===== src/rtl/core/ecal_pkg.sv =====
// ----------------------------------------------------------------------------
// ecal_pkg
// Constants and the month-start table shared by the epoch-to-calendar pipeline.
// ----------------------------------------------------------------------------
`default_nettype none

package ecal_pkg;

  localparam int unsigned SecsW      = 31;
  localparam int unsigned DaysW      = 15;
  localparam int unsigned TodW       = 17;
  localparam int unsigned YearW      = 11;
  localparam int unsigned DoyW       = 9;

  // seconds -> days: secs / 86400 = (secs >> 7) / 675
  localparam int unsigned DayShift   = 7;
  localparam logic [24:0] DayRecip   = 25'd25451658;  // floor(2^34 / 675)
  localparam int unsigned DayRecipSh = 34;
  localparam logic [16:0] SecsPerDay = 17'd86400;

  // days counted from 1968-01-01, split into four-year blocks
  localparam logic [14:0] QuadOffset = 15'd731;
  localparam logic [15:0] QuadRecip  = 16'd45934;     // ceil(2^26 / 1461)
  localparam int unsigned QuadSh     = 26;
  localparam logic [10:0] DaysPerQuad = 11'd1461;
  localparam logic [10:0] YearBase   = 11'd1968;
  localparam logic [10:0] Yr1Start   = 11'd366;
  localparam logic [10:0] Yr2Start   = 11'd731;
  localparam logic [10:0] Yr3Start   = 11'd1096;

  // weekday: 1970-01-01 is a Thursday
  localparam logic [14:0] WeekOffset = 15'd3;
  localparam logic [15:0] WeekRecip  = 16'd37450;     // ceil(2^18 / 7)
  localparam int unsigned WeekSh     = 18;

  // time of day: hour = (tod >> 4) / 225, minute = (rem >> 2) / 15
  localparam logic [12:0] HourRecip  = 13'd4661;      // ceil(2^20 / 225)
  localparam int unsigned HourSh     = 20;
  localparam logic [11:0] SecsPerHour = 12'd3600;
  localparam logic [10:0] MinRecip   = 11'd1093;      // ceil(2^14 / 15)
  localparam int unsigned MinSh      = 14;
  localparam logic [5:0]  SecsPerMin = 6'd60;

  localparam int unsigned NumMonths  = 12;

  // day of year at which month idx (0 = January) starts
  function automatic logic [DoyW-1:0] month_start(input logic leap, input logic [3:0] idx);
    logic [DoyW-1:0] base;
    base = '0;
    unique case (idx)
      4'd0:    base = 9'd0;
      4'd1:    base = 9'd31;
      4'd2:    base = 9'd59;
      4'd3:    base = 9'd90;
      4'd4:    base = 9'd120;
      4'd5:    base = 9'd151;
      4'd6:    base = 9'd181;
      4'd7:    base = 9'd212;
      4'd8:    base = 9'd243;
      4'd9:    base = 9'd273;
      4'd10:   base = 9'd304;
      4'd11:   base = 9'd334;
      default: base = 9'd0;
    endcase
    if (leap && (idx >= 4'd2) && (idx < 4'd12)) begin
      base = base + 9'd1;
    end
    return base;
  endfunction

endpackage

`default_nettype wire


===== src/rtl/core/ecal_tod_split.sv =====
// ----------------------------------------------------------------------------
// ecal_tod_split
// Four-stage split of a second-of-day count into hour, minute and second.
// ----------------------------------------------------------------------------
`default_nettype none

module ecal_tod_split (
  input  wire logic                     clk_i,
  input  wire logic [3:0]               en_i,
  input  wire logic [ecal_pkg::TodW-1:0] tod_i,
  output logic      [4:0]               hour_o,
  output logic      [5:0]               minute_o,
  output logic      [5:0]               second_o
);
  import ecal_pkg::*;

  logic [TodW-1:0] tod4_q;
  logic [4:0]      hour4_q, hour5_q, hour6_q, hour7_q;
  logic [11:0]     rem5_q, rem6_q;
  logic [5:0]      min6_q, min7_q;
  logic [5:0]      sec7_q;

  logic [25:0] hour_prod;
  logic [16:0] hour_secs;
  logic [16:0] rem_full;
  logic [20:0] min_prod;
  logic [11:0] min_secs;
  logic [11:0] sec_full;

  always_comb begin
    hour_prod = tod_i[TodW-1:4] * HourRecip;
    hour_secs = hour4_q * SecsPerHour;
    rem_full  = tod4_q - hour_secs;
    min_prod  = rem5_q[11:2] * MinRecip;
    min_secs  = min6_q * SecsPerMin;
    sec_full  = rem6_q - min_secs;
  end

  always_ff @(posedge clk_i) begin
    if (en_i[0]) begin
      tod4_q  <= tod_i;
      hour4_q <= hour_prod[HourSh+4:HourSh];
    end
    if (en_i[1]) begin
      rem5_q  <= rem_full[11:0];
      hour5_q <= hour4_q;
    end
    if (en_i[2]) begin
      rem6_q  <= rem5_q;
      min6_q  <= min_prod[MinSh+5:MinSh];
      hour6_q <= hour5_q;
    end
    if (en_i[3]) begin
      sec7_q  <= sec_full[5:0];
      min7_q  <= min6_q;
      hour7_q <= hour6_q;
    end
  end

  assign hour_o   = hour7_q;
  assign minute_o = min7_q;
  assign second_o = sec7_q;

endmodule

`default_nettype wire


===== src/rtl/core/epoch_seconds_to_calendar_unit.sv =====
// ----------------------------------------------------------------------------
// epoch_seconds_to_calendar_unit
// Seconds since 1970-01-01 00:00:00 to calendar date, time of day and weekday.
// ----------------------------------------------------------------------------
// Input channel: in_valid_i / in_ready_o carry one beat, epoch_seconds_i.
// Output channel: out_valid_o / out_ready_i carry one beat with year, month,
// day of month, hour, minute, second and weekday (1 Monday .. 7 Sunday).
// Every input beat gives exactly one output beat, in order.
// Pipeline: a beat passes from input to output valid through eight register
// stages (day split, correction, four-year block split, year in block,
// month search, day of month; time of day and weekday run alongside).
// Throughput: one beat per cycle while out_ready_i is high. Each stage holds
// its valid bit; it takes a new beat when empty or when its successor moves.
// Stall: when out_ready_i is low the output holds, and stages fill up behind
// it; in_ready_o drops only once all eight stages are full.
// Reset: rst_ni clears all valid bits; no beat is in flight afterwards.
// ----------------------------------------------------------------------------
`default_nettype none

module epoch_seconds_to_calendar_unit (
  input  wire logic                       clk_i,
  input  wire logic                       rst_ni,
  input  wire logic                       in_valid_i,
  output logic                            in_ready_o,
  input  wire logic [ecal_pkg::SecsW-1:0] epoch_seconds_i,
  output logic                            out_valid_o,
  input  wire logic                       out_ready_i,
  output logic      [ecal_pkg::YearW-1:0] year_o,
  output logic      [3:0]                 month_o,
  output logic      [4:0]                 day_of_month_o,
  output logic      [4:0]                 hour_o,
  output logic      [5:0]                 minute_o,
  output logic      [5:0]                 second_o,
  output logic      [2:0]                 weekday_o
);
  import ecal_pkg::*;

  localparam int unsigned NumStages = 8;

  logic [NumStages:1] valid_q;
  logic [NumStages+1:1] en;

  // stage payload
  logic [SecsW-1:0] secs1_q;
  logic [DaysW-1:0] q1_q, q2_q;
  logic [17:0]      rem2_q;
  logic [DaysW-1:0] days3_q;
  logic [TodW-1:0]  tod3_q;
  logic [DaysW-1:0] dp4_q, wsum4_q;
  logic [4:0]       quad4_q;
  logic [12:0]      wq4_q;
  logic [10:0]      r5_q;
  logic [4:0]       quad5_q;
  logic [2:0]       wd5_q, wd6_q, wd7_q, wd8_q;
  logic [YearW-1:0] year6_q, year7_q, year8_q;
  logic [DoyW-1:0]  doy6_q, doy7_q;
  logic             leap6_q, leap7_q;
  logic [3:0]       mi7_q, month8_q;
  logic [4:0]       dom8_q;
  logic [4:0]       hour8_q;
  logic [5:0]       min8_q, sec8_q;

  logic [4:0] tod_hour;
  logic [5:0] tod_min, tod_sec;

  // stage logic
  logic [48:0]      day_prod;
  logic [31:0]      day_secs;
  logic [31:0]      rem_full;
  logic [17:0]      rem_corr;
  logic [DaysW-1:0] dp_d;
  logic [30:0]      quad_prod;
  logic [DaysW-1:0] wsum_d;
  logic [30:0]      week_prod;
  logic [15:0]      quad_days;
  logic [15:0]      r_full;
  logic [15:0]      wq7;
  logic [15:0]      w_full;
  logic [1:0]       yi;
  logic [10:0]      yr_start;
  logic [10:0]      doy_full;
  logic [3:0]       mi_d;
  logic [DoyW-1:0]  dom_base;
  logic [DoyW-1:0]  dom_full;

  always_comb begin
    en[NumStages+1] = out_ready_i;
    for (int s = NumStages; s >= 1; s--) begin
      en[s] = !valid_q[s] || en[s+1];
    end
  end

  assign in_ready_o = en[1];

  always_ff @(posedge clk_i or negedge rst_ni) begin
    if (!rst_ni) begin
      valid_q <= '0;
    end else begin
      if (en[1]) begin
        valid_q[1] <= in_valid_i;
      end
      for (int s = 2; s <= NumStages; s++) begin
        if (en[s]) begin
          valid_q[s] <= valid_q[s-1];
        end
      end
    end
  end

  always_comb begin
    day_prod  = epoch_seconds_i[SecsW-1:DayShift] * DayRecip;
    day_secs  = q1_q * SecsPerDay;
    rem_full  = {1'b0, secs1_q} - day_secs;
    rem_corr  = rem2_q - {1'b0, SecsPerDay};
    dp_d      = days3_q + QuadOffset;
    quad_prod = dp_d * QuadRecip;
    wsum_d    = days3_q + WeekOffset;
    week_prod = wsum_d * WeekRecip;
    quad_days = quad4_q * DaysPerQuad;
    r_full    = {1'b0, dp4_q} - quad_days;
    wq7       = {wq4_q, 3'b000} - {3'b000, wq4_q};
    w_full    = {1'b0, wsum4_q} - wq7;
    if (r5_q < Yr1Start) begin
      yi       = 2'd0;
      yr_start = 11'd0;
    end else if (r5_q < Yr2Start) begin
      yi       = 2'd1;
      yr_start = Yr1Start;
    end else if (r5_q < Yr3Start) begin
      yi       = 2'd2;
      yr_start = Yr2Start;
    end else begin
      yi       = 2'd3;
      yr_start = Yr3Start;
    end
    doy_full = r5_q - yr_start;
    mi_d = '0;
    for (int k = 1; k < NumMonths; k++) begin
      mi_d = mi_d + 4'(doy6_q >= month_start(leap6_q, 4'(k)));
    end
    dom_base = month_start(leap7_q, mi7_q);
    dom_full = doy7_q - dom_base + 9'd1;
  end

  always_ff @(posedge clk_i) begin
    if (en[1]) begin
      secs1_q <= epoch_seconds_i;
      q1_q    <= day_prod[DayRecipSh+DaysW-1:DayRecipSh];
    end
    if (en[2]) begin
      q2_q   <= q1_q;
      rem2_q <= rem_full[17:0];
    end
    if (en[3]) begin
      if (rem2_q >= {1'b0, SecsPerDay}) begin
        days3_q <= q2_q + 15'd1;
        tod3_q  <= rem_corr[TodW-1:0];
      end else begin
        days3_q <= q2_q;
        tod3_q  <= rem2_q[TodW-1:0];
      end
    end
    if (en[4]) begin
      dp4_q   <= dp_d;
      quad4_q <= quad_prod[QuadSh+4:QuadSh];
      wsum4_q <= wsum_d;
      wq4_q   <= week_prod[WeekSh+12:WeekSh];
    end
    if (en[5]) begin
      r5_q    <= r_full[10:0];
      quad5_q <= quad4_q;
      wd5_q   <= w_full[2:0] + 3'd1;
    end
    if (en[6]) begin
      year6_q <= YearBase + {4'b0000, quad5_q, 2'b00} + {9'd0, yi};
      doy6_q  <= doy_full[DoyW-1:0];
      leap6_q <= (yi == 2'd0);
      wd6_q   <= wd5_q;
    end
    if (en[7]) begin
      year7_q <= year6_q;
      doy7_q  <= doy6_q;
      leap7_q <= leap6_q;
      mi7_q   <= mi_d;
      wd7_q   <= wd6_q;
    end
    if (en[8]) begin
      year8_q  <= year7_q;
      month8_q <= mi7_q + 4'd1;
      dom8_q   <= dom_full[4:0];
      wd8_q    <= wd7_q;
      hour8_q  <= tod_hour;
      min8_q   <= tod_min;
      sec8_q   <= tod_sec;
    end
  end

  ecal_tod_split u_tod_split (
    .clk_i    (clk_i),
    .en_i     (en[7:4]),
    .tod_i    (tod3_q),
    .hour_o   (tod_hour),
    .minute_o (tod_min),
    .second_o (tod_sec)
  );

  assign out_valid_o    = valid_q[NumStages];
  assign year_o         = year8_q;
  assign month_o        = month8_q;
  assign day_of_month_o = dom8_q;
  assign hour_o         = hour8_q;
  assign minute_o       = min8_q;
  assign second_o       = sec8_q;
  assign weekday_o      = wd8_q;

endmodule

`default_nettype wire

===== config.mk =====
export PLATFORM = sky130hd
export DESIGN_NAME = epoch_seconds_to_calendar_unit
export DESIGN_NICKNAME = d
export VERILOG_FILES = /design/src/rtl/core/ecal_pkg.sv /design/src/rtl/core/ecal_tod_split.sv /design/src/rtl/core/epoch_seconds_to_calendar_unit.sv
export SDC_FILE = /design/constraint.sdc
export NUM_CORES = 2
export LEC_CHECK = 0
export BUFFER_PORTS_ARGS = -buffer_cell sky130_fd_sc_hd__buf_2
export CAP_MARGIN = 20
export CORE_UTILIZATION = 25
export CTS_BUF_LIST = sky130_fd_sc_hd__clkbuf_8
export DETAILED_ROUTE_END_ITERATION = 6
export SYNTH_ARGS = -nofsm -noshare
export SYNTH_HDL_FRONTEND = slang
export SYNTH_SLANG_ARGS = --single-unit

===== constraint.sdc =====
create_clock -name clk_i -period 21.1 [get_ports clk_i]
set_clock_uncertainty 0.15 [all_clocks]
set_input_delay 4.22 -clock clk_i [delete_from_list [all_inputs] [get_ports clk_i]]
set_output_delay 4.22 -clock clk_i [all_outputs]
set_load 0.03 [all_outputs]

# Word-level counts from Yosys, hierarchy flattened
# Memory sizes are Yosys's and may differ from the RTL's. A register that Yosys moved wholly into a read port is not among the register bits.
# Index checks and enable logic that the tools add are counted.
word_totals:
  latch_bits: 0
  wordCells: 141
  out_inout_bits: 42
  mem_count: 1
  mem_bits_rw: 0
  romBits: 144
  reg_bits: 303
op_classes:
  n_div: 0
  n_mul: 9
  magnitude_cmp: 17
  reduce_logical: 19
  shift: 0
  n_mux: 20
  n_bitwise: 0
  addsub: 28
  eq_ne: 0
memory_table:
  columns: ["name", "depth", "word_bits", "read_ports", "rd_ports_with_merged_regs", "write_ports", "line_no", "rtl"]
  rows:
  - ["(name not given)", 16, 9, 1, 1, 0, "ecal_pkg.sv:50", "unique case (idx)"]
op_table:
  columns: ["op", "n"]
  rows:
  - ["multiplier 24 x 24 -> 48 bit, second input constant", 1]
  - ["greater-or-equal comparator 9 x 8 -> 1 bit", 4]
  - ["multiplier 15 x 15 -> 30 bit, second input constant", 1]
  - ["adder 4 x 1 -> 4 bit", 7]
  - ["greater-or-equal comparator 9 bit", 3]
  - ["multiplier 13 x 13 -> 25 bit, second input constant", 1]
  - ["multiplier 10 x 11 -> 20 bit, second input constant", 1]
  - ["multiplier 15 x 15 -> 20 bit, second input constant", 1]
  - ["greater-or-equal comparator 18 x 17 -> 1 bit, second input constant", 1]
  - ["greater-or-equal comparator 9 x 7 -> 1 bit", 2]
  - ["2-to-1 mux 9 bit", 2]
  - ["subtractor 18 bit", 1]
  - ["2-to-1 mux 17 bit", 1]
  - ["subtractor 17 bit, second input constant", 1]
  - ["adder 15 x 1 -> 15 bit, second input constant", 1]
  - ["adder 15 x 10 -> 15 bit, second input constant", 1]
  - ["adder 15 x 2 -> 15 bit, second input constant", 1]
  - ["multiplier 15 x 10 -> 11 bit, second input constant", 1]
  - ["2-to-1 mux 15 bit", 1]
  - ["subtractor 12 bit", 1]
  - ["< comparator 11 x 10 -> 1 bit, second input constant", 1]
  - ["< comparator 11 bit, second input constant", 1]
  - ["< comparator 11 x 9 -> 1 bit, second input constant", 1]
  - ["multiplier 5 x 11 -> 11 bit, second input constant", 1]
  - ["other kinds (30)", 56]

# Longest topological paths before layout
depth:
  word_depth: 13
  depth_mapped: 29
  ltp_nobuf: 29

# Hierarchy
# From an unflattened synthesis, not the netlist that was laid out.
hier_totals:
  hier_cells: 2886
  area_unflattened_um2: 32501.2
by_module_without_submodules:
  columns: ["module", "cells_each", "area_per_inst_um2", "instances", "seq_area_each_um2"]
  rows:
  - ["epoch_seconds_to_calendar_unit", 2403, 26566.7, 1, 6846.6]
  - ["ecal_tod_split", 483, 5934.4, 1, 2042.0]

# Worst setup path after synthesis
# No wires, ideal clock.
synth_path:
  kind: "input to output"
  start: "input out_ready_i"
  end: "output in_ready_o"
  path_slack_ns: 8.514
  cell_stages: 5
  required_ns: 16.730
  arrival_ns: 8.216
  path_cell_list: "nand2b_1 nor2_1 nand3_1 nor2_1 nand4_1"
synth_via:
  elab_chain_cells: 8
synth_rtl:
  columns: ["item", "line_no", "rtl"]
  rows:
  - ["start, declared", "epoch_seconds_to_calendar_unit.sv:27", "input wire logic out_ready_i,"]
  - ["logical OR 1 bit (4 in series)", "epoch_seconds_to_calendar_unit.sv:89", "en[s] = !valid_q[s] || en[s+1];"]
  - ["net en (one bit)", "epoch_seconds_to_calendar_unit.sv:41", "logic [NumStages+1:1] en;"]
  - ["logical OR 1 bit (4 in series)", "epoch_seconds_to_calendar_unit.sv:89", null]
  - ["end, declared", "epoch_seconds_to_calendar_unit.sv:24", "output logic in_ready_o,"]
# The timed path passes the listed nets, and every way through them passes these cells.

# Worst setup path after layout
layout_path:
  start: "input out_ready_i"
  end: "output in_ready_o"
layout_via:
  elab_chain_cells: 8
layout_rtl:
  columns: ["item", "line_no"]
  rows:
  - ["logical OR 1 bit", "epoch_seconds_to_calendar_unit.sv:89"]
  - ["net en (one bit)", "epoch_seconds_to_calendar_unit.sv:41"]
  - ["logical OR 1 bit (3 in series)", "epoch_seconds_to_calendar_unit.sv:89"]
  - ["net en (one bit)", "epoch_seconds_to_calendar_unit.sv:41"]
  - ["logical OR 1 bit (4 in series)", "epoch_seconds_to_calendar_unit.sv:89"]
# The timed path passes the listed nets, and every way through them passes these cells.

==> flow_results.xml <==
<?xml version="1.0" encoding="UTF-8"?>
<metrics>
  <group name="outcome">
    <metric name="outcome" unit="">finished clean</metric>
  </group>
  <group name="grt">
    <metric name="global_route.usage.met2" unit="%">16.4</metric>
    <metric name="grt_start_max_net_pins" unit="">46</metric>
    <metric name="grt_util_met1" unit="%">13.0</metric>
    <metric name="globalRouteMet3Util" unit="%">1.17</metric>
    <metric name="grt_usage" unit="%">9.59</metric>
    <metric name="grt_remaining_overflow" unit="">0</metric>
    <metric name="top_usage_layer" unit="">met2</metric>
    <metric name="antenna_violations_before_repair" unit="">5</metric>
    <metric name="grt_pass1_vias" unit="">20590</metric>
    <metric name="grt_first_pass_wirelength" unit="mm">103</metric>
  </group>
  <group name="setup_path">
    <metric name="worstPathRequired" unit="ps">16730</metric>
    <metric name="cp_cell_sequence" unit="">buf_2 -&gt; nand2b_2 -&gt; nor2_1 -&gt; nand3_2 -&gt; buf_4 -&gt; nor2_1 -&gt; nand4_1 -&gt; buf_4 -&gt; buf_2</metric>
    <metric name="cp-start-kind" unit="">input port</metric>
    <metric name="type_of_the_setup_path_with_the_least_slack" unit="">input port to output pin</metric>
    <metric name="worst-endpoint-arrival" unit="ps">6950</metric>
    <metric name="critical_path.max_stage_delay" unit="ps">610</metric>
    <metric name="setup.worst_path.end_class" unit="">output pin</metric>
    <metric name="worst-r2r-setup-slack" unit="ps">11840</metric>
    <metric name="r2r_cells" unit="">28</metric>
    <metric name="critical-path-slowest-cell" unit="">sky130_fd_sc_hd__nand2b_2</metric>
    <metric name="r2r-start" unit="">days3_q[0]</metric>
    <metric name="r2r_end" unit="">quad4_q[4]</metric>
    <metric name="cp_max_fo" unit="">40</metric>
  </group>
  <group name="drt">
    <metric name="dr_total_vias" unit="">19433</metric>
    <metric name="avgViaCountPerCell" unit="">4.09</metric>
    <metric name="totalWireLength" unit="mm">61.0</metric>
    <metric name="avgRoutedWirePerCell" unit="um">12.8</metric>
    <metric name="drt_iter0_drc" unit="">778</metric>
    <metric name="drt_drc_violations_left" unit="">0</metric>
    <metric name="first_pass_iters" unit="">5</metric>
    <metric name="drt.antenna.violating_nets" unit="">0</metric>
  </group>
  <group name="clock_tree">
    <metric name="htree_num_levels" unit="">2</metric>
    <metric name="post_cts.resized_instances" unit="">0</metric>
    <metric name="cts.sinks" unit="">299</metric>
    <metric name="cts-root-buf" unit="">sky130_fd_sc_hd__clkbuf_8</metric>
    <metric name="postCtsHoldBufs" unit="">0</metric>
    <metric name="clkSlewWorstSetupHoldPaths" unit="ps">60</metric>
    <metric name="tritoncts" unit="">built</metric>
    <metric name="cts_buffer_depth" unit="">3</metric>
    <metric name="post_cts.repair.setup_buffers" unit="">0</metric>
    <metric name="clk_latency" unit="ps">570</metric>
    <metric name="tritoncts.num_buffers" unit="">47</metric>
  </group>
  <group name="run">
    <metric name="max_cap_viol_count" unit="">0</metric>
  </group>
  <group name="placed_design">
    <metric name="place.detailed.hpwl" unit="mm">50.5</metric>
    <metric name="routabilityCongestion" unit="">0.828</metric>
    <metric name="numPortBuffers" unit="">76</metric>
  </group>
  <group name="synthesis">
    <metric name="synth_cells" unit="">2861</metric>
    <metric name="synth.avg_cell_area" unit="um^2">11.3</metric>
    <metric name="synth_largest_area_cell" unit="">sky130_fd_sc_hd__ha_1</metric>
    <metric name="synth_top_area_share" unit="%">28.2</metric>
    <metric name="yosys_reg_bits" unit="">299</metric>
    <metric name="synth.lib_cells_used.distinct" unit="">73</metric>
    <metric name="ys_warn_count" unit="">0</metric>
    <metric name="synthFlopType" unit="">sky130_fd_sc_hd__edfxtp_1</metric>
    <metric name="seq_total_area_yosys" unit="%">27.4</metric>
    <metric name="number_of_flops_mapped_to_enable_cells_by_yosys" unit="">286</metric>
    <metric name="async_flop_share" unit="%">2.68</metric>
    <metric name="synth_nets" unit="">3957</metric>
    <metric name="synth.area.top_cells" unit="">sky130_fd_sc_hd__ha_1 28%, sky130_fd_sc_hd__edfxtp_1 26%, sky130_fd_sc_hd__fa_1 20%</metric>
    <metric name="commonest_cells_in_the_netlist" unit="">732 x sky130_fd_sc_hd__ha_1, 708 x sky130_fd_sc_hd__inv_1, 329 x sky130_fd_sc_hd__fa_1</metric>
    <metric name="syn-cell-area" unit="um^2">32500</metric>
    <metric name="yosysMostFrequentCell" unit="">sky130_fd_sc_hd__ha_1</metric>
  </group>
  <group name="floorplanning">
    <metric name="rows" unit="">131</metric>
    <metric name="start_util" unit="%">25.3</metric>
    <metric name="dieHeight" unit="um">362</metric>
    <metric name="dieArea" unit="um^2">131000</metric>
    <metric name="io_pins" unit="">77</metric>
    <metric name="core_box_area" unit="um^2">128000</metric>
    <metric name="floorplan.die.width" unit="um">362</metric>
  </group>
  <group name="sta">
    <metric name="final-max-slew-violation-count" unit="">0</metric>
    <metric name="finalHoldViolations" unit="">0</metric>
    <metric name="remaining_max_slew_budget_at_the_tightest_pin" unit="%">24.9</metric>
    <metric name="period_minus_slack" unit="ps">11320</metric>
    <metric name="tightest_slew" unit="ps">1120</metric>
    <metric name="final.setup.tns" unit="ps">0</metric>
    <metric name="achievable_frequency" unit="GHz">0.0883</metric>
    <metric name="final.period_utilization" unit="%">53.7</metric>
    <metric name="setup_repair_after_global_routing_missed_its_margin" unit="">no</metric>
    <metric name="setup-violations-final" unit="">0</metric>
  </group>
  <group name="final_layout">
    <metric name="num-nets-final" unit="">4076</metric>
    <metric name="layout-drive-gt1-share" unit="%">5.90</metric>
    <metric name="area_growth" unit="%">10.7</metric>
  </group>
  <group name="worst_hold_path">
    <metric name="hold_path_class" unit="">flop to flop</metric>
    <metric name="holdPathStages" unit="">0</metric>
    <metric name="timing.hold.worst.start" unit="">u_tod_split.hour6_q[3]</metric>
    <metric name="hold_path_end" unit="">u_tod_split.hour_o[3]</metric>
  </group>
</metrics>
-- metrics by stage --
step / hold WS (ps) / setup WS (ps) / utilization, % / cells / cell area (um^2)
after global placement: 252 / 9720 / 27.3 / 4660 / 35000
after CTS: 266 / 9690 / 28.0 / 4748 / 35900
final: 262 / 9780 / 28.0 / 4749 / 35900
after global routing: 268 / 9440 / 28.0 / 4749 / 35900
after floorplan: 250 / 8510 / - / 2861 / 32500
after detailed placement: 255 / 9690 / 27.3 / 4660 / 35000
-- cell type report --
type,count,area (um^2)
Fill cell,13432,92200
Multi-Input combinational cell,1838,20900
Sequential cell,299,8890
Inverter,709,2660
Tap cell,1729,2160
Clock buffer,53,729
Timing Repair Buffer,85,448
Clock inverter,35,185
Antenna cell,1,2.50
-- registers in the layout, summed over array words and instances (netlist names), 9 cells and up, named ones only --
register	flops
q2_q	15
r5_q	11
dp4_q	11
rem2_q	18
q1_q	15
doy6_q	9
u_tod_split.tod4_q	12
year_o	9
u_tod_split.rem5_q	12
secs1_q	18
tod3_q	17
year6_q	9
year7_q	9
days3_q	15
-- cells in the final DEF (no fill, tap or decap), types with 4 or more instances in the layout --
cell and n:
sky130_fd_sc_hd__ha_1 732, sky130_fd_sc_hd__inv_1 728, sky130_fd_sc_hd__fa_1 329, sky130_fd_sc_hd__edfxtp_1 286, sky130_fd_sc_hd__xnor2_1 119, sky130_fd_sc_hd__a21oi_1 90, sky130_fd_sc_hd__nand2_1 85, sky130_fd_sc_hd__buf_2 76
sky130_fd_sc_hd__xor2_1 64, sky130_fd_sc_hd__nor2_1 57, sky130_fd_sc_hd__a21o_1 56, sky130_fd_sc_hd__clkbuf_8 53, sky130_fd_sc_hd__o21ai_0 48, sky130_fd_sc_hd__nand3_1 27, sky130_fd_sc_hd__nand2b_1 21, sky130_fd_sc_hd__nand4_1 20
sky130_fd_sc_hd__nor3_1 15, sky130_fd_sc_hd__nor2b_1 13, sky130_fd_sc_hd__and3_1 12, sky130_fd_sc_hd__o21bai_1 11, sky130_fd_sc_hd__o31ai_1 10, sky130_fd_sc_hd__a211oi_1 10, sky130_fd_sc_hd__a31oi_1 10, sky130_fd_sc_hd__buf_4 9
sky130_fd_sc_hd__nor4_1 8, sky130_fd_sc_hd__clkinv_2 8, sky130_fd_sc_hd__dfrtp_1 8, sky130_fd_sc_hd__o211ai_1 7, sky130_fd_sc_hd__mux2i_1 7, sky130_fd_sc_hd__o21a_1 6, sky130_fd_sc_hd__a21boi_0 6, sky130_fd_sc_hd__or2_2 5
sky130_fd_sc_hd__mux2_2 5, sky130_fd_sc_hd__nand3_2 5, sky130_fd_sc_hd__dfxtp_1 5, sky130_fd_sc_hd__a31o_2 4, sky130_fd_sc_hd__clkinv_1 4
-- worst max-delay path by stage --
stage | from | end | slack, ps
detailed placement | out_ready_i | in_ready_o | 9690
global route | out_ready_i | in_ready_o | 9440
global placement | out_ready_i | in_ready_o | 9720
finish | out_ready_i | in_ready_o | 9780
floorplan | out_ready_i | in_ready_o | 8510
CTS | out_ready_i | in_ready_o | 9690
-- per-layer routing --
metal	vias up	wire length, um
met1	9355	29900
li1	9733	-
met5	-	12
met3	76	1920
met2	267	28300
met4	2	892
-- kinds of logic after synthesis --
group / share of synthesized area [%]
buf+inv: 8.43
flops: 27.4
fa+ha+maj: 48.5
mux: 0.389
simple gates: 4.35
xor+xnor: 4.99
compound gates: 5.96
-- critical path: cells and delay by family --
kind	cells	cell delay, ps
and+or+nand+nor	5	1740
buffers and inverters	4	920
Power is left out: the tool's default activity adds up to more than one toggle a clock period on the data nets, which glitch-free logic cannot reach.
